--- src/rtl/i2csb_pkg.sv ---
// Shared types, codes and constants of the I2C slave buffer pointer block.
// Depends on nothing; imported by every module of the block.
package i2csb_pkg;

  localparam int BUF_DEPTH = 8;
  localparam int PTR_W     = (BUF_DEPTH > 1) ? $clog2(BUF_DEPTH) : 1;

  localparam int S_TDATA_W = 16;
  localparam int S_TUSER_W = 3;
  localparam int M_TDATA_W = 32;

  typedef enum logic [2:0] {
    OP_ADDR_RX = 3'd0,
    OP_DATA_RX = 3'd1,
    OP_TX_REQ  = 3'd2,
    OP_END     = 3'd3,
    OP_HOST_WR = 3'd4,
    OP_HOST_RD = 3'd5
  } op_e;

  typedef enum logic [1:0] {
    ACT_NONE    = 2'd0,
    ACT_ACK     = 2'd1,
    ACT_NACK    = 2'd2,
    ACT_RELEASE = 2'd3
  } act_e;

  localparam logic [7:0] FLG_DATA  = 8'h02;
  localparam logic [7:0] FLG_ADDR  = 8'h04;
  localparam logic [7:0] FLG_FULL  = 8'h10;
  localparam logic [7:0] FLG_NOPTR = 8'h20;
  localparam logic [7:0] FLG_MORE  = 8'h40;
  localparam logic [7:0] FLG_LAST  = 8'h80;

  typedef struct packed {
    op_e        opcode;
    logic [7:0] data_byte;
    logic [2:0] host_index;
    logic       hold_off;
  } item_t;

  typedef struct packed {
    act_e       bus_action;
    logic [7:0] send_byte;
    logic [7:0] event_flags;
    logic       rx_written;
    logic [7:0] host_data;
  } result_t;

  typedef struct packed {
    logic             ptr_valid;
    logic [PTR_W-1:0] ptr;
  } ptr_stat_t;

endpackage

--- src/rtl/i2c_slave_buffer_pointer.sv ---
// Top level of the I2C slave buffer pointer block: input register, core, result register.
// Depends on i2csb_pkg, i2csb_in_stage, i2csb_core, i2csb_out_stage.
//
//   channel | direction | tdata (low bit up)                                   | tuser
//   s_axis  | in        | data_byte[7:0] host_index[10:8] hold_off[11]         | opcode
//   m_axis  | out       | bus_action[1:0] send_byte[9:2] event_flags[17:10]
//           |           | rx_written[18] host_data[26:19]                      | -
//
// One request per cycle while m_axis is ready; results leave from the result register.
// The request is decoded against pointer and stores in the cycle it leaves the
// input register; state commits on that same edge.
// Reset clears pointer, valid flag, both stores and both stage valids.
// A stalled m_axis holds the result; the input register then fills and s_axis stalls.
module i2c_slave_buffer_pointer (
  input  logic                            clk_i,
  input  logic                            rst_ni,
  input  logic                            s_axis_tvalid,
  output logic                            s_axis_tready,
  // data_byte[7:0], host_index[10:8], hold_off[11], zero fill
  input  logic [i2csb_pkg::S_TDATA_W-1:0] s_axis_tdata,
  // opcode[2:0]
  input  logic [i2csb_pkg::S_TUSER_W-1:0] s_axis_tuser,
  output logic                            m_axis_tvalid,
  input  logic                            m_axis_tready,
  // bus_action[1:0], send_byte[9:2], event_flags[17:10], rx_written[18],
  // host_data[26:19], zero fill
  output logic [i2csb_pkg::M_TDATA_W-1:0] m_axis_tdata
);
  import i2csb_pkg::*;

  item_t     in_item, st_item;
  logic      st_valid, out_ready, fire;
  result_t   core_res, out_res;
  ptr_stat_t stat;

  assign in_item = '{opcode:     op_e'(s_axis_tuser),
                     data_byte:  s_axis_tdata[7:0],
                     host_index: s_axis_tdata[10:8],
                     hold_off:   s_axis_tdata[11]};

  assign fire = st_valid && out_ready;

  i2csb_in_stage u_in (
    .clk_i   (clk_i),
    .rst_ni  (rst_ni),
    .valid_i (s_axis_tvalid),
    .ready_o (s_axis_tready),
    .item_i  (in_item),
    .valid_o (st_valid),
    .adv_i   (fire),
    .item_o  (st_item)
  );

  i2csb_core u_core (
    .clk_i  (clk_i),
    .rst_ni (rst_ni),
    .fire_i (fire),
    .item_i (st_item),
    .res_o  (core_res),
    .stat_o (stat)
  );

  i2csb_out_stage u_out (
    .clk_i   (clk_i),
    .rst_ni  (rst_ni),
    .load_i  (fire),
    .res_i   (core_res),
    .ready_o (out_ready),
    .valid_o (m_axis_tvalid),
    .ready_i (m_axis_tready),
    .res_o   (out_res)
  );

  assign m_axis_tdata = {5'd0, out_res.host_data, out_res.rx_written,
                         out_res.event_flags, out_res.send_byte, out_res.bus_action};

  a_ptr_range: assert property (@(posedge clk_i) disable iff (!rst_ni)
    stat.ptr_valid |-> ({1'b0, stat.ptr} < (PTR_W + 1)'(BUF_DEPTH)))
    else $error("pointer out of range while valid");

  a_ptr_zero: assert property (@(posedge clk_i) disable iff (!rst_ni)
    !stat.ptr_valid |-> (stat.ptr == '0))
    else $error("invalid pointer not cleared");

  a_wr_ack: assert property (@(posedge clk_i) disable iff (!rst_ni)
    (m_axis_tvalid && out_res.rx_written) |->
      (out_res.bus_action == ACT_ACK || out_res.bus_action == ACT_NACK))
    else $error("receive write without ack or nack");

  a_full_inval: assert property (@(posedge clk_i) disable iff (!rst_ni)
    (fire && (core_res.event_flags & (FLG_FULL | FLG_LAST)) != 8'd0) |=>
      !stat.ptr_valid)
    else $error("pointer still valid after end of store");

endmodule

--- src/rtl/i2csb_in_stage.sv ---
// Input register of the I2C slave buffer pointer block.
// Depends on i2csb_pkg.
module i2csb_in_stage (
  input  logic            clk_i,
  input  logic            rst_ni,
  input  logic            valid_i,
  output logic            ready_o,
  input  i2csb_pkg::item_t item_i,
  output logic            valid_o,
  input  logic            adv_i,
  output i2csb_pkg::item_t item_o
);
  import i2csb_pkg::*;

  logic  valid_q;
  item_t item_q;

  assign ready_o = !valid_q || adv_i;
  assign valid_o = valid_q;
  assign item_o  = item_q;

  always_ff @(posedge clk_i or negedge rst_ni) begin
    if (!rst_ni) begin
      valid_q <= 1'b0;
    end else if (ready_o) begin
      valid_q <= valid_i;
    end
  end

  always_ff @(posedge clk_i) begin
    if (ready_o && valid_i) begin
      item_q <= item_i;
    end
  end

endmodule

--- src/rtl/i2csb_core.sv ---
// Pointer state, receive and transmit stores, and per-request decode.
// Depends on i2csb_pkg.
module i2csb_core (
  input  logic               clk_i,
  input  logic               rst_ni,
  input  logic               fire_i,
  input  i2csb_pkg::item_t   item_i,
  output i2csb_pkg::result_t res_o,
  output i2csb_pkg::ptr_stat_t stat_o
);
  import i2csb_pkg::*;

  localparam logic [PTR_W:0] PTR_LAST = (PTR_W + 1)'(BUF_DEPTH - 1);

  logic [7:0]       rx_mem_q [BUF_DEPTH];
  logic [7:0]       tx_mem_q [BUF_DEPTH];
  logic             ptr_valid_q, ptr_valid_d;
  logic [PTR_W-1:0] ptr_q, ptr_d;

  logic [PTR_W-1:0] ptr_eff;
  logic [PTR_W:0]   ptr_inc;
  logic [PTR_W-1:0] hidx;
  logic             hidx_ok;
  logic             rx_we, tx_we;
  result_t          res;

  assign ptr_eff = ptr_valid_q ? ptr_q : '0;
  assign ptr_inc = {1'b0, ptr_eff} + (PTR_W + 1)'(1);
  assign hidx    = PTR_W'(item_i.host_index);
  assign hidx_ok = {6'd0, item_i.host_index} < 9'(BUF_DEPTH);

  always_comb begin
    res         = '0;
    ptr_valid_d = ptr_valid_q;
    ptr_d       = ptr_q;
    rx_we       = 1'b0;
    tx_we       = 1'b0;
    if (item_i.opcode == OP_HOST_WR) begin
      tx_we = hidx_ok;
    end else if (item_i.opcode == OP_HOST_RD) begin
      res.host_data = hidx_ok ? rx_mem_q[hidx] : 8'd0;
    end else if (!item_i.hold_off) begin
      case (item_i.opcode)
        OP_ADDR_RX: begin
          res.event_flags = FLG_ADDR;
          res.bus_action  = ACT_ACK;
          ptr_valid_d     = 1'b0;
        end
        OP_DATA_RX: begin
          res.event_flags = FLG_DATA;
          if (!ptr_valid_q) begin
            ptr_d          = ({1'b0, item_i.data_byte} < 9'(BUF_DEPTH)) ?
                             PTR_W'(item_i.data_byte) : '0;
            ptr_valid_d    = 1'b1;
            res.bus_action = ACT_ACK;
          end else begin
            rx_we          = 1'b1;
            res.rx_written = 1'b1;
            if (ptr_inc < PTR_LAST) begin
              ptr_d          = ptr_inc[PTR_W-1:0];
              res.bus_action = ACT_ACK;
            end else begin
              res.event_flags = FLG_DATA | FLG_FULL;
              ptr_valid_d     = 1'b0;
              res.bus_action  = ACT_NACK;
            end
          end
        end
        OP_TX_REQ: begin
          if (!ptr_valid_q) begin
            res.event_flags = FLG_NOPTR;
          end
          res.send_byte = tx_mem_q[ptr_eff];
          if (ptr_inc < PTR_LAST) begin
            ptr_d           = ptr_inc[PTR_W-1:0];
            ptr_valid_d     = 1'b1;
            res.event_flags = res.event_flags | FLG_MORE;
            res.bus_action  = ACT_ACK;
          end else begin
            ptr_valid_d     = 1'b0;
            res.event_flags = res.event_flags | FLG_LAST;
            res.bus_action  = ACT_NACK;
          end
        end
        default: begin
          res.bus_action = ACT_RELEASE;
          ptr_valid_d    = 1'b0;
        end
      endcase
      if (!ptr_valid_d) begin
        ptr_d = '0;
      end
    end
  end

  assign res_o  = res;
  assign stat_o = '{ptr_valid: ptr_valid_q, ptr: ptr_q};

  always_ff @(posedge clk_i or negedge rst_ni) begin
    if (!rst_ni) begin
      ptr_valid_q <= 1'b0;
      ptr_q       <= '0;
      for (int i = 0; i < BUF_DEPTH; i++) begin
        rx_mem_q[i] <= 8'd0;
        tx_mem_q[i] <= 8'd0;
      end
    end else if (fire_i) begin
      ptr_valid_q <= ptr_valid_d;
      ptr_q       <= ptr_d;
      if (rx_we) begin
        rx_mem_q[ptr_q] <= item_i.data_byte;
      end
      if (tx_we) begin
        tx_mem_q[hidx] <= item_i.data_byte;
      end
    end
  end

endmodule

--- src/rtl/i2csb_out_stage.sv ---
// Result register of the I2C slave buffer pointer block.
// Depends on i2csb_pkg.
module i2csb_out_stage (
  input  logic               clk_i,
  input  logic               rst_ni,
  input  logic               load_i,
  input  i2csb_pkg::result_t res_i,
  output logic               ready_o,
  output logic               valid_o,
  input  logic               ready_i,
  output i2csb_pkg::result_t res_o
);
  import i2csb_pkg::*;

  logic    valid_q;
  result_t res_q;

  assign ready_o = !valid_q || ready_i;
  assign valid_o = valid_q;
  assign res_o   = res_q;

  always_ff @(posedge clk_i or negedge rst_ni) begin
    if (!rst_ni) begin
      valid_q <= 1'b0;
    end else if (ready_o) begin
      valid_q <= load_i;
    end
  end

  always_ff @(posedge clk_i) begin
    if (load_i) begin
      res_q <= res_i;
    end
  end

endmodule

--- config.mk ---
export PLATFORM = sky130hd
export DESIGN_NAME = i2c_slave_buffer_pointer
export DESIGN_NICKNAME = d
export VERILOG_FILES = /design/src/rtl/i2csb_pkg.sv /design/src/rtl/i2c_slave_buffer_pointer.sv /design/src/rtl/i2csb_in_stage.sv /design/src/rtl/i2csb_core.sv /design/src/rtl/i2csb_out_stage.sv
export SDC_FILE = /design/constraint.sdc
export NUM_CORES = 1
export LEC_CHECK = 0
export ABC_AREA = 1
export BUFFER_PORTS_ARGS = -buffer_cell sky130_fd_sc_hd__buf_2
export CELL_PAD_IN_SITES_DETAIL_PLACEMENT = 1
export CELL_PAD_IN_SITES_GLOBAL_PLACEMENT = 1
export CORE_MARGIN = 5
export CORE_UTILIZATION = 35
export CTS_BUF_LIST = sky130_fd_sc_hd__clkbuf_16
export DETAILED_ROUTE_END_ITERATION = 16
export MAX_ROUTING_LAYER = met4
export PLACE_DENSITY = 0.67
export SETUP_SLACK_MARGIN = 0.4
export SLEW_MARGIN = 20
export SYNTH_ARGS = -nofsm -noshare
export SYNTH_HDL_FRONTEND = slang
export SYNTH_SLANG_ARGS = --single-unit
export TNS_END_PERCENT = 50
--- constraint.sdc ---
create_clock -name clk_i -period 4.5 [get_ports clk_i]
set_input_delay 0.225 -clock clk_i [delete_from_list [all_inputs] [get_ports clk_i]]
set_output_delay 0.225 -clock clk_i [all_outputs]
set_load 0.005 [all_outputs]
## After elaboration in Yosys (flattened, before gate mapping)

Index checks and enable logic that the tools add are counted.

- Logic and storage cells: 105
- Output and inout bits: 34
- Bits of input ports: 23
- Flip-flop bits (word level): 176

- Mux-type cells: 38
- Magnitude comparators: 7
- Reduce and logical (&&, ||, !) cells: 17
- Bitwise gates (word level): 8
- Equality and inequality tests: 5
- Add/sub/neg operators: 1

Operators by type and width:

| cell | number |
|---|---|
| bitwise mux 64 bit | 2 |
| two-way mux 8 bit | 7 |
| binary-select mux 8 bit (select 3 bit) | 2 |
| demux 8 bit (select 3 bit) | 2 |
| case mux 8 bit (3 select lines) | 1 |
| two-way mux 3 bit | 5 |
| >= comparator 4 bit (second input constant) | 3 |
| NOT 3 -> 4 bit | 3 |
| two-way mux 1 bit | 11 |
| two-way mux 9 bit | 1 |
| less-than comparator 4 x 1 -> 1 bit (second input constant) | 2 |
| less-than comparator 8 x 4 -> 1 bit (second input constant) | 1 |
| OR reduction 4 bit | 2 |
| == test 3 bit (second input constant) | 2 |
| two-way mux 6 bit | 1 |
| case mux 2 bit (3 select lines) | 1 |
| case mux 3 bit (2 select lines) | 1 |
| two-way mux 5 bit | 1 |
| NOT 1 bit | 5 |
| AND reduction 5 bit | 1 |
| adder 3 x 1 -> 4 bit (second input constant) | 1 |
| logical AND 1 bit | 4 |
| less-than comparator 4 x 3 -> 1 bit (second input constant) | 1 |
| two-way mux 2 bit | 2 |
| other kinds (11) | 14 |

## Longest topological paths before layout

- Depth in word-level cells: 11
- Gate-level depth with buffers: 14
- Depth with buffers taken out: 12

## Modules after synthesis

Synthesis repeated with hierarchy kept, for this count alone.

- Cell total of the unflattened synthesis: 954
- Area, all modules: 8030.2 um^2

By module, submodules not included:

| module | sequential area each (um^2) | cells an instance | area each (um^2) | instances |
|---|---|---|---|---|
| i2csb_core | 3303.2 | 893 | 6630.1 | 1 |
| i2csb_out_stage | 835.8 | 32 | 855.8 | 1 |
| i2csb_in_stage | 475.5 | 21 | 495.5 | 1 |
| i2c_slave_buffer_pointer | 0.0 | 8 | 48.8 | 1 |

## Worst setup path before layout

Ideal clock, no wire load.

- Path type: reg-to-reg
- Start: register u_core.ptr_valid_q
- End: register u_out.res_q, in the netlist u_out.res_o[26] (data pin)
- Arrival: 1.821 ns
- Path buffers: 2
- Library setup time: 0.255 ns
- Stages on the path, launching flop included: 13
- Period minus slack after synthesis: 2.076 ns
- Slack: 2.424 ns
- Required time: 4.245 ns
- Cell sequence: dfrtp_1 > buf_2 > nand2_2 > clkinv_1 > clkbuf_1 > ha_1 > inv_1 > nand2_1 > nand3_1 > nand3_1 > nand2_1 > nand2_1 > nor3b_1

- Cells in the longest elaborated chain, start to end: 6

Ends and longest elaborated chain:

| what | line | RTL |
|---|---|---|
| from (decl) | i2csb_core.sv:17 | `logic ptr_valid_q, ptr_valid_d;` |
| from (signal assigned) | i2csb_core.sv:108 | `ptr_valid_q <= ptr_valid_d;` |
| two-way mux 3 bit | i2csb_core.sv:27 | `assign ptr_eff = ptr_valid_q ? ptr_q : '0;` |
| adder 3 x 1 -> 4 bit | i2csb_core.sv:28 | `assign ptr_inc = {1'b0, ptr_eff} + (PTR_W + 1)'(1);` |
| less-than comparator 4 x 3 -> 1 bit | i2csb_core.sv:59, i2csb_core.sv:74 |  |
| two-way mux 2 bit | i2csb_core.sv:59, i2csb_core.sv:74 |  |
| two-way mux 2 bit | i2csb_core.sv:51 | `if (!ptr_valid_q) begin` |
| case mux 2 bit (3 select lines) * | i2csb_core.sv:43 | `case (item_i.opcode)` |
| to (signal assigned) | i2csb_out_stage.sv:32 | `res_q <= res_i;` |
| to (decl) | i2csb_out_stage.sv:16 | `result_t res_q;` |

Every way passes the cells marked *; elsewhere a longest branch is shown, timed or not.
A chain may end at the register's enable or synchronous reset.

## Final worst setup path

- Start: register u_core.ptr_q[0]
- End: register u_core.ptr_q[0]

- Cells in the longest elaborated chain, start to end: 11
- Elaborated cells on any way between the ends: 15
- Those cells by class: add/sub (1); order compare (1); eq/ne (1); mux (11); reduce/logical (1)

Ends and longest elaborated chain:

| what | line | RTL |
|---|---|---|
| from (decl) | i2csb_core.sv:18 | `logic [PTR_W-1:0] ptr_q, ptr_d;` |
| from (signal assigned) | i2csb_core.sv:109 | `ptr_q <= ptr_d;` |
| two-way mux 3 bit | i2csb_core.sv:27 |  |
| adder 3 x 1 -> 4 bit | i2csb_core.sv:28 |  |
| less-than comparator 4 x 3 -> 1 bit | i2csb_core.sv:59, i2csb_core.sv:74 |  |
| two-way mux 1 bit | i2csb_core.sv:59, i2csb_core.sv:74 |  |
| two-way mux 1 bit | i2csb_core.sv:51 |  |
| case mux 1 bit (2 select lines) | i2csb_core.sv:43 |  |
| two-way mux 1 bit | i2csb_core.sv:42 | `end else if (!item_i.hold_off) begin` |
| two-way mux 1 bit | i2csb_core.sv:40 | `end else if (item_i.opcode == OP_HOST_RD) begin` |
| two-way mux 1 bit | i2csb_core.sv:38 | `if (item_i.opcode == OP_HOST_WR) begin` |
| inequality test 3 x 1 -> 1 bit (no line) | -- |  |
| AND reduction 5 bit (no line) | -- |  |

Several ways; a longest one is shown, not always the timed one. The select of a mux whose other input is x is not followed.

==> metrics.txt <==
gpl congestion=0.796; cells after synthesis=876; Routed Antenna Nets=0; worst setup path class=flip-flop to flip-flop; critical path peak fanout=34; share of cells above drive strength 1=0.109; synth top area cells=dfrtp_1 44%, nand2_1 17%, edfxtp_1 16%, o21ai_0 5.9%, nand3_1 4.0%; final hold vios=0; PwrDens=433 mW/mm^2; GRT overflow=0; Yosys warning count=0; worst setup path endpoint=u_core.ptr_q[0]; Critical Path Sink Type=flip-flop; H-tree depth=4; Static Leak=0.00415 uW; Final Max Slew Viols=0; DRC violations left=0; reg2reg setup slack=1.59 ns; Synth top cells by count=354 x nand2_1, 134 x dfrtp_1, 90 x o21ai_0; skew final=0.0143 ns; CTS tree=built; worst min path class=input port to flip-flop; Yosys cell types=31; GRT Overall Usage=0.197; final WL=22700 um; PnR worst setup slack=1.59 ns; wire per inst=18.6 um; Net count, final=954; vias per inst=5.09; CTS sink cnt=174; initial antenna violation count=0; Seq cells post-synth=174; final setup fails=0; Max rail drop VDD=0.212 mV; post-synthesis sequential area ratio=0.594; # Max-Cap Violations=0; fillers=2557; core footprint=0.0217 mm^2; Worst EP required=4.87 ns; reg2reg end=u_core.ptr_q[0]; synthesized area per cell=8.75 um^2; Skew-Pair Late Insertion Delay=0.44 ns; count leader, synth=nand2_1; area leader, netlist=dfrtp_1; clk slew on worst S/H paths=0.07 ns; crit share post-route=0.646; min cycle time layout=2.91 ns; die width=158 um; worst r2r path cells=13; DR iter-0 viols=404; status=finished, final reports clean; Post-Syn Area=0.00766 mm^2; ys flop type=dfrtp_1; IO Port Bufs=45; first-pass GRT wire length=36500 um; f_max=0.344 GHz; row count=54; Yosys top cell area share=0.438; startpoint types=flip-flop; RSZ-0062 raised after global routing=false; Root Driver=clkbuf_16; launch point of the worst reg-to-reg path=u_core.ptr_q[0]; Crit-path slowest cell=dfrtp_1; Post-synth ARST share=0.770; vias in the first global route=6433; Max-slew headroom=0.388; CP dominant cell by count=nand2_1; total number of vias=6220; largest net degree at the start of global routing=79; Worst EP arrival=3.28 ns; die area=0.0250 mm^2; crit-path max cell delay=0.95 ns; Initial DRT Pass Iterations=5; Tot Pwr=3870 uW; Die Height=158 um; CTS Buf Count=17; setup TNS=0 ns; Top Ports=57; dpl hpwl=14700 um; worst slack at placement=1.66 ns; Post-synth EDFFs=40; Worst Setup SP=u_core.ptr_q[0]; slew at the pin closest to its max-slew limit=0.918 ns; Area growth syn-to-layout=16.6%; Starting Density=0.353; worst-path cell chain=nand2_2 > buf_4 > clkinv_1 > buf_4 > ha_1 > nand3_1 > nand3_1 > nand2_1 > nand2_1 > nand2_1 > nor2_1 > nand2_1 > nand2_1; # diodes=0; CTS Buffer Depth=2
==> per-layer routing <==
| layer | GRT usage | part of all wire | up-vias |
|---|---|---|---|
| li1 | - | - | 2973 |
| met1 | 0.256 | 0.47 | 3124 |
| met2 | 0.323 | 0.49 | 98 |
| met3 | 0.0306 | 0.030 | 25 |
| met4 | 0.0524 | 0.014 | 0 |
| met5 | - | 0 | - |
==> registers in the layout, summed over array words and instances, names as in the netlist <==
register            flops
u_in.item_o            15
u_core.rx_mem_q        64
u_out.valid_o           1
u_out.res_o            25
u_core.tx_mem_q        64
u_core.ptr_q            3
u_core.ptr_valid_q      1
u_in.valid_o            1
==> per-stage QoR <==
step | std cells | cell area (um^2) | utilization | hold slack, ns
floorplan | 882 | 7680 | - | -0.0706
global placement | 1173 | 8130 | 0.375 | 0.0283
detailed placement | 1173 | 8130 | 0.375 | 0.0280
CTS | 1222 | 8930 | 0.412 | 0.0368
global route | 1222 | 8940 | 0.412 | 0.0638
finish | 1222 | 8940 | 0.412 | 0.0523
==> worst min-delay path by stage <==
stage	startpoint	end	slack, ns	cells after the start
floorplan	rst_ni	u_core.ptr_q[0]	-0.07	0
global placement	rst_ni	u_core.tx_mem_q[36]	0.03	1
detailed placement	rst_ni	u_core.tx_mem_q[36]	0.03	1
CTS	m_axis_tready	u_out.valid_o	0.04	4
global route	m_axis_tready	u_out.valid_o	0.06	4
finish	m_axis_tready	u_out.valid_o	0.05	4
==> report_power, final <==
part / total (uW) / leakage (uW) / switching (uW) / internal (uW)
Clock: 1610 / 0.000310 / 670 / 939
Sequential: 1900 / 0.00221 / 121 / 1780
Combinational: 357 / 0.00163 / 227 / 130
Total: 3870 / 0.00415 / 1020 / 2850
==> placed cells by master (no fill, tap or decap), drive strengths merged, types with 16 or more instances in the layout <==
cell type and n:
nand2 359, nand3 62, edfxtp 40, o21ai 91, a21oi 28, dlygate4sd3 17, inv 43, dfrtp 134
o221ai 16, clkbuf 17, nor2 41, buf 54
==> kinds of logic (layout without fill, tap and decap cells) <==
group,Yosys count,in the layout,share of synthesized area
flops,174,174,0.594
other cells,1,7,0.000489
compound gates,141,141,0.102
simple gates,475,475,0.254
buf+inv,83,143,0.0460
fa+ha+maj,2,2,0.00327
==> area by class of cell <==
type	instances	area [um^2]	share of cell area
repair buffers	71	473	0.0529
inverters	40	150	0.0168
flip-flops and latches	174	4550	0.510
multi-input cells	625	2780	0.311
clock buffers	17	425	0.0476
clock inverters	15	206	0.0231
well taps	280	350	0.0392
==> worst max-delay path: cells and delay by family (launching register included) <==
kind          cells  cell delay (ns)
fa+ha+maj         1             0.22
buf+inv           3             0.63
flops             1             0.95
simple gates      9             1.04
==> what timing repair did <==
item,4_1_cts,5_1_grt
hold buffers,17,0
resized for setup,0,0
endpoints found under the hold margin,27,0
setup buffers,0,0
(Power assumes the default switching activity.)
